## src/hdl/variable_record_stack_assert.svh

```systemverilog
// Assertion macros shared by the record stack modules.
`ifndef VARIABLE_RECORD_STACK_ASSERT_SVH
`define VARIABLE_RECORD_STACK_ASSERT_SVH

`ifndef SYNTHESIS
// Checked property, disabled while reset is asserted.
`define VRS_ASSERT(name, clk, rst_n, prop) \
  name: assert property (@(posedge clk) disable iff (!rst_n) prop) \
    else $error("variable_record_stack: assertion failed");
// Checked property that also holds during reset.
`define VRS_ASSERT_ALWAYS(name, clk, prop) \
  name: assert property (@(posedge clk) prop) \
    else $error("variable_record_stack: assertion failed");
`else
`define VRS_ASSERT(name, clk, rst_n, prop)
`define VRS_ASSERT_ALWAYS(name, clk, prop)
`endif

`endif

```

## src/hdl/vrs_pkg.sv

```systemverilog
// Package: types, codes and default sizes of the record stack.
package vrs_pkg;

  // Fixed field widths
  localparam int OP_W   = 2;
  localparam int LEN_W  = 7;
  localparam int BYTE_W = 8;
  localparam int FREE_W = 13;

  // Default sizes
  localparam int DEF_STACK_BYTES = 4096;
  localparam int DEF_LEN_BYTES   = 8;
  localparam int DEF_MAX_RECORD  = 64;

  typedef enum logic [OP_W-1:0] {
    OP_PUSH  = 2'd0,
    OP_POP   = 2'd1,
    OP_PEEK  = 2'd2,
    OP_CLEAR = 2'd3
  } op_e;

  // Controller to datapath commands
  typedef struct packed {
    logic capture;    // latch the input word
    logic push_step;  // one push byte
    logic drop_push;  // abandon a push in progress
    logic clear_top;  // empty the stack
    logic rd_trail;   // read the top record's length byte
    logic setup;      // size the record, read its first byte
    logic rd_next;    // read the following record byte
    logic trail_wr;   // write the length byte of a finished push
    logic emit;       // load the output register
    logic emit_ok;
    logic emit_data;
    logic emit_last;
  } cmd_t;

  // Datapath to controller status
  typedef struct packed {
    op_e  op;
    logic top_zero;
    logic push_done;
    logic n_zero;
    logic cnt_one;
    logic slot_free;
  } sts_t;

endpackage

```

## src/hdl/vrs_ctrl.sv

```systemverilog
// Controller state machine of the record stack.
`include "variable_record_stack_assert.svh"

module vrs_ctrl (
  input  logic          clk_i,
  input  logic          rst_ni,
  input  logic          in_valid_i,
  output logic          in_stall_o,
  input  vrs_pkg::sts_t sts_i,
  output vrs_pkg::cmd_t cmd_o
);
  import vrs_pkg::*;

  typedef enum logic [6:0] {
    S_IDLE  = 7'b0000001,
    S_EXEC  = 7'b0000010,
    S_TRAIL = 7'b0000100,
    S_SETUP = 7'b0001000,
    S_ZERO  = 7'b0010000,
    S_BYTE  = 7'b0100000,
    S_SPARE = 7'b1000000
  } state_e;

  state_e state_q, state_d;

  // Next state and commands
  always_comb begin
    state_d    = state_q;
    cmd_o      = '0;
    in_stall_o = 1'b1;
    unique case (state_q)
      S_IDLE: begin
        in_stall_o = 1'b0;
        if (in_valid_i) begin
          cmd_o.capture = 1'b1;
          state_d       = S_EXEC;
        end
      end
      S_EXEC: begin
        unique case (sts_i.op)
          OP_PUSH: begin
            if (sts_i.slot_free) begin
              cmd_o.push_step = 1'b1;
              cmd_o.emit      = 1'b1;
              cmd_o.emit_last = 1'b1;
              state_d         = sts_i.push_done ? S_TRAIL : S_IDLE;
            end
          end
          OP_CLEAR: begin
            cmd_o.drop_push = 1'b1;
            if (sts_i.slot_free) begin
              cmd_o.clear_top = 1'b1;
              cmd_o.emit      = 1'b1;
              cmd_o.emit_ok   = 1'b1;
              cmd_o.emit_last = 1'b1;
              state_d         = S_IDLE;
            end
          end
          OP_POP, OP_PEEK: begin
            cmd_o.drop_push = 1'b1;
            if (sts_i.top_zero) begin
              if (sts_i.slot_free) begin
                cmd_o.emit      = 1'b1;
                cmd_o.emit_last = 1'b1;
                state_d         = S_IDLE;
              end
            end else begin
              cmd_o.rd_trail = 1'b1;
              state_d        = S_SETUP;
            end
          end
          default: state_d = S_IDLE;
        endcase
      end
      S_TRAIL: begin
        cmd_o.trail_wr = 1'b1;
        state_d        = S_IDLE;
      end
      S_SETUP: begin
        cmd_o.setup = 1'b1;
        state_d     = sts_i.n_zero ? S_ZERO : S_BYTE;
      end
      S_ZERO: begin
        if (sts_i.slot_free) begin
          cmd_o.emit      = 1'b1;
          cmd_o.emit_ok   = 1'b1;
          cmd_o.emit_last = 1'b1;
          state_d         = S_IDLE;
        end
      end
      S_BYTE: begin
        if (sts_i.slot_free) begin
          cmd_o.emit      = 1'b1;
          cmd_o.emit_ok   = 1'b1;
          cmd_o.emit_data = 1'b1;
          cmd_o.emit_last = sts_i.cnt_one;
          if (sts_i.cnt_one) begin
            state_d = S_IDLE;
          end else begin
            cmd_o.rd_next = 1'b1;
          end
        end
      end
      default: state_d = S_IDLE;
    endcase
  end

  // State register
  always_ff @(posedge clk_i or negedge rst_ni) begin
    if (!rst_ni) begin
      state_q <= S_IDLE;
    end else begin
      state_q <= state_d;
    end
  end

  `VRS_ASSERT(a_accept_to_exec, clk_i, rst_ni, in_valid_i && !in_stall_o |=> state_q == S_EXEC)
  `VRS_ASSERT(a_trail_after_push, clk_i, rst_ni, state_q == S_TRAIL |-> $past(cmd_o.push_step))
  `VRS_ASSERT(a_byte_after_setup, clk_i, rst_ni, $rose(state_q == S_BYTE) |-> $past(cmd_o.setup))

endmodule

```

## config.mk

```make
export PLATFORM = sky130hd
export DESIGN_NAME = vrs_ctrl
export DESIGN_NICKNAME = d
export VERILOG_FILES = /design/src/hdl/vrs_pkg.sv /design/src/hdl/vrs_ctrl.sv
export VERILOG_INCLUDE_DIRS = /design/src /design/src/hdl
export SDC_FILE = /design/constraint.sdc
export NUM_CORES = 1
export LEC_CHECK = 0
export ABC_AREA = 1
export CAP_MARGIN = 0
export CORE_UTILIZATION = 45
export CTS_CLUSTER_DIAMETER = 80
export CTS_CLUSTER_SIZE = 24
export DETAILED_ROUTE_END_ITERATION = 8
export DONT_BUFFER_PORTS = 1
export HOLD_SLACK_MARGIN = 0.06
export PLACE_DENSITY = 0.63
export SKIP_LAST_GASP = 1
export SYNTH_ARGS = -nofsm -noshare
export SYNTH_HDL_FRONTEND = slang
export SYNTH_SLANG_ARGS = --single-unit
```

## constraint.sdc

```tcl
create_clock -name clk_i -period 1.4 [get_ports clk_i]
set_input_delay 0.14 -clock clk_i [delete_from_list [all_inputs] [get_ports clk_i]]
set_output_delay 0.14 -clock clk_i [all_outputs]
set_load 0.02 [all_outputs]
```

; ---- After elaboration in Yosys (flattened, before gate mapping)
; Index checks and enable logic that the tools add are counted.
[word_totals]
regBits = 7
word_cells = 53
out_inout_bits = 13
input_bits = 10
[op_classes]
eq_ne = 13
n_reduce_logical = 5
muxes = 34
[op_table]
columns = op, count
row1 = 2-to-1 mux 7 bit, 6
row2 = one-hot mux 7 bit (5 select lines), 1
row3 = one-hot mux 7 bit (3 select lines), 1
row4 = 2-to-1 mux 1 bit, 17
row5 = 2-to-1 mux 4 bit, 2
row6 = equality test 7 x 1 -> 1 bit (second input constant), 1
row7 = equality test 7 x 2 -> 1 bit (second input constant), 1
row8 = equality test 7 x 3 -> 1 bit (second input constant), 1
row9 = equality test 7 x 4 -> 1 bit (second input constant), 1
row10 = equality test 7 x 5 -> 1 bit (second input constant), 1
row11 = equality test 7 x 6 -> 1 bit (second input constant), 1
row12 = 2-to-1 mux 6 bit, 1
row13 = != test 2 bit (second input constant), 3
row14 = one-hot mux 1 bit (3 select lines), 2
row15 = one-hot mux 2 bit (3 select lines), 1
row16 = equality test 2 bit (second input constant), 2
row17 = AND reduction 4 bit, 1
row18 = OR reduction 2 bit, 2
row19 = 2-to-1 mux 3 bit, 1
row20 = != test 3 bit (second input constant), 1
row21 = OR reduction 3 bit, 1
row22 = equality test 2 x 1 -> 1 bit (second input constant), 1
row23 = zero test 2 bit, 1
row24 = 2-to-1 mux 2 bit, 1
row25 = one-hot mux 1 bit (2 select lines), 1

; ---- Depth between registers and ports, before layout
[depth]
depth_word = 4
depth_mapped = 10
depth_no_buf = 10

; ---- Worst setup path after synthesis
; OpenSTA, ideal clock, no wires.
[synth_path]
path_type = reg-to-output
startpoint = register state_q[6]
endpoint = output port cmd_o[2] in the netlist's numbering
arrival_time_ns = 1.325
path_slack_ns = -0.065
n_path_buf = 0
stages_incl_launch_ff = 7
required_time_ns = 1.260
path_cell_list = dfrtp_1 nor2_2 nand2_4 nor2_8 nand2_2 nor2_2 nand3b_1
[synth_lines]
columns = item, line_no
row1 = "start, declared", vrs_ctrl.sv:24  ; state_e state_q, state_d;
row2 = "start signal, assigned", vrs_ctrl.sv:113  ; state_q <= state_d;
row3 = "end, declared", vrs_ctrl.sv:10  ; output vrs_pkg::cmd_t cmd_o

==> results.ini <==
[synth]
synthCells = 103
yosysWarnings = 0
synth_most_common_cell = nand2_1
netlist_area_um2 = 659
syn_nets = 115
synth_top_area_share_pct = 22.8
synthFlopType = dfrtp_1
synth_area_leaders = dfrtp_1 23%, nand2_1 15%, nand3_1 11%
synth-edff-count = 0
yosys-top-cells-count = 27 x nand2_1, 15 x inv_1, 15 x nand3_1, 14 x nor2_1, 6 x dfrtp_1
async_flop_share_pct = 100
synth-seq-cells = 7
yosysSeqAreaShare_pct = 26.8
synth_top_cell_by_area = dfrtp_1
synth_cell_types = 22
syn_avg_cell_area_um2 = 6.40

[global_route]
antenna_found_initial = 0
grt_first_pass_wirelength_um = 2960
grt_pass1_vias = 693
gr-total-overflow = 0
grt_start_max_net_pins = 9
track_usage_pct = 27.7

[worst_setup_path]
crit_chain = buf_6, inv_2, nor2_4, nand2_4, nor2_8, nand2_4, nor2_4, nand3b_1
crit_path_max_incr_delay_ns = 0.42
end_kind = primary output
critical_path_peak_fanout = 3
critPathLaunchType = flip-flop
reg2reg_from = state_q[0]
slowest_stage = dfrtp_1
cp_data_required_time_ns = 1.26
r2r_slack_ns = -0.21
path_class = flip-flop to primary output
startpoint = state_q[1]
r2r-end = state_q[5]
crit_path_end = cmd_o[2]
arrival_ns = 1.53
worstRegToRegCells = 10

[drt]
routed_wl_um = 2370
viasPerCell = 5.41
route.detailed.drc = 0
firstDrtPassIters = 4
dr_total_vias = 839
wire_per_inst_um = 15.3
antenna_left = 0
dr.first_iter.drc_count = 17

[sta]
fmax_mhz = 600
rsz0062_at_grt = true
setup_viol = 17
fin_crit_sh_pct = 119
fin_ws_ns = -0.267
period_needed_ns = 1.67
slew_violations = 0
finalHoldViolCount = 0
fin_skew_ns = 0.000505
tns_ns = -2.63

[clock_tree]
clk_pin_slew_ns = 0.05
clock-root-buffer = clkbuf_4
cts-buffers-inserted = 3
cts_tree = yes
cts_buffer_depth = 2
cts_max_level = 1
cts.sinks = 7
clock_latency_ns = 0.25

[placement]
placed_cell_area_um2 = 813
portBuffers = 0
gp_congestion = 0.775
hpwl_um = 1290

[run_status]
status = complete, but fails checks
violations = negative setup slack

[final_layout]
area_delta_synth_final_pct = 75.1
reg_top3 = state_q x7
diodes = 0
regArea_um2 = 178
largest_reg_flops = 7
multi_input_area_um2 = 576
top_register = state_q
drive_above_1_share_pct = 51.4
final_area_mm2 = 0.00115
final_core_util_pct = 86.6
n_fill_cell = 78
final_nets = 153

[die]
coreArea_mm2 = 0.00133
num_rows = 13
die_area_mm2 = 0.00162
die_y_um = 40.3
start_util_pct = 49.4
ios = 23
die_x_um = 40.3

[power_and_ir_drop]
switching_share_pct = 42.2
combPwrFrac_pct = 60.7
vdd_drop_max_mv = 0.682
clockPowerShare_pct = 15.2
p_switching_uw = 508
power_per_cell_area_mw_per_mm2 = 1040
p_seq_share_pct = 24.1
leakage_uw = 0.000606
cellInternalPower_uw = 695

[run]
drv_cap = 0

[hold_path]
worst_hold_path_type = input pin to flip-flop

==> power groups by stage <==
stage                     Clock, µW  Combinational, µW  Sequential, µW
after floorplan                   0                260             275
after CTS                       183                563             267
after detailed placement          0                451             263
after global placement            0                449             261
final                           183                729             290
after global routing            201                775             289
==> worst min path at each step <==
stage	from	to	slack [ns]	cells past startpoint
6_report	sts_i[0]	state_q[4]	0.15	3
5_1_grt	sts_i[0]	state_q[4]	0.16	3
4_1_cts	sts_i[0]	state_q[4]	0.13	3
3_5_place_dp	rst_ni	state_q[6]	-0.16	0
3_3_place_gp	rst_ni	state_q[6]	-0.16	0
2_1_floorplan	rst_ni	state_q[1]	-0.16	0
==> metal layers <==
metal | share of wire [%] | vias up | global-route usage, %
li1 | - | 395 | -
met1 | 41 | 397 | 32.1
met2 | 51 | 43 | 52.4
met3 | 5.5 | 4 | 5.56
met4 | 1.5 | 0 | 5.00
met5 | 0 | - | 0
==> what timing repair did <==
| item | in CTS | in global routing |
|---|---|---|
| pin swaps | 14 | 17 |
| setup buffers | 7 | 6 |
| setup endpoints to repair | 13 | 18 |
| hold buffers | 3 | 0 |
| resized for setup | 31 | 20 |
| gates cloned | 0 | 0 |
| hold endpoints to repair | 10 | 0 |
==> kinds of logic (layout without fill, tap and decap cells) <==
logic type	Yosys count	in the layout	synth area share, %
other	1	1	0.569
adders and majority gates	2	2	3.79
buffers and inverters	17	54	9.68
AOI/OAI and AO/OA	3	3	2.66
and+or+nand+nor	73	73	56.5
DFF	7	7	26.8
==> per-stage QoR <==
stage	setup slack, ns	cells	power (µW)	hold WS [ns]
after floorplan	-0.00180	103	535	-0.156
after global placement	-0.123	135	710	-0.155
after detailed placement	-0.0893	135	714	-0.155
after CTS	-0.216	149	1010	0.127
after global routing	-0.311	155	1260	0.163
final	-0.267	155	1200	0.152
==> worst max-delay path, delay by kind of cell (launching register included) <==
| family | cells | cell delay, ns |
|---|---|---|
| buf+inv | 2 | 0.18 |
| flops | 1 | 0.42 |
| simple gates | 6 | 0.67 |
==> cells in the final DEF, fill, tap and decap left out, types with 2 or more instances in the layout <==
cell and n:
clkbuf_4 3, dlygate4sd3_1 3, inv_2 5, nand3_1 11, dfrtp_1 5, buf_4 22
inv_4 3, nand3_4 2, inv_1 9, buf_6 8, nand3b_1 2, nand2_4 6
nand2_1 22, nand2_2 3, nor2_4 11, ha_1 2, nand3_2 3, nor2_1 7
==> layout make-up <==
class | instances | area share [%]
sequential | 7 | 15.4
timing repair buffer | 33 | 24.7
inverter | 17 | 6.18
tap | 15 | 1.63
clock buffer | 4 | 2.28
multi-input combinational | 79 | 49.8
No activity file was read; power rests on OpenSTA's default activity.
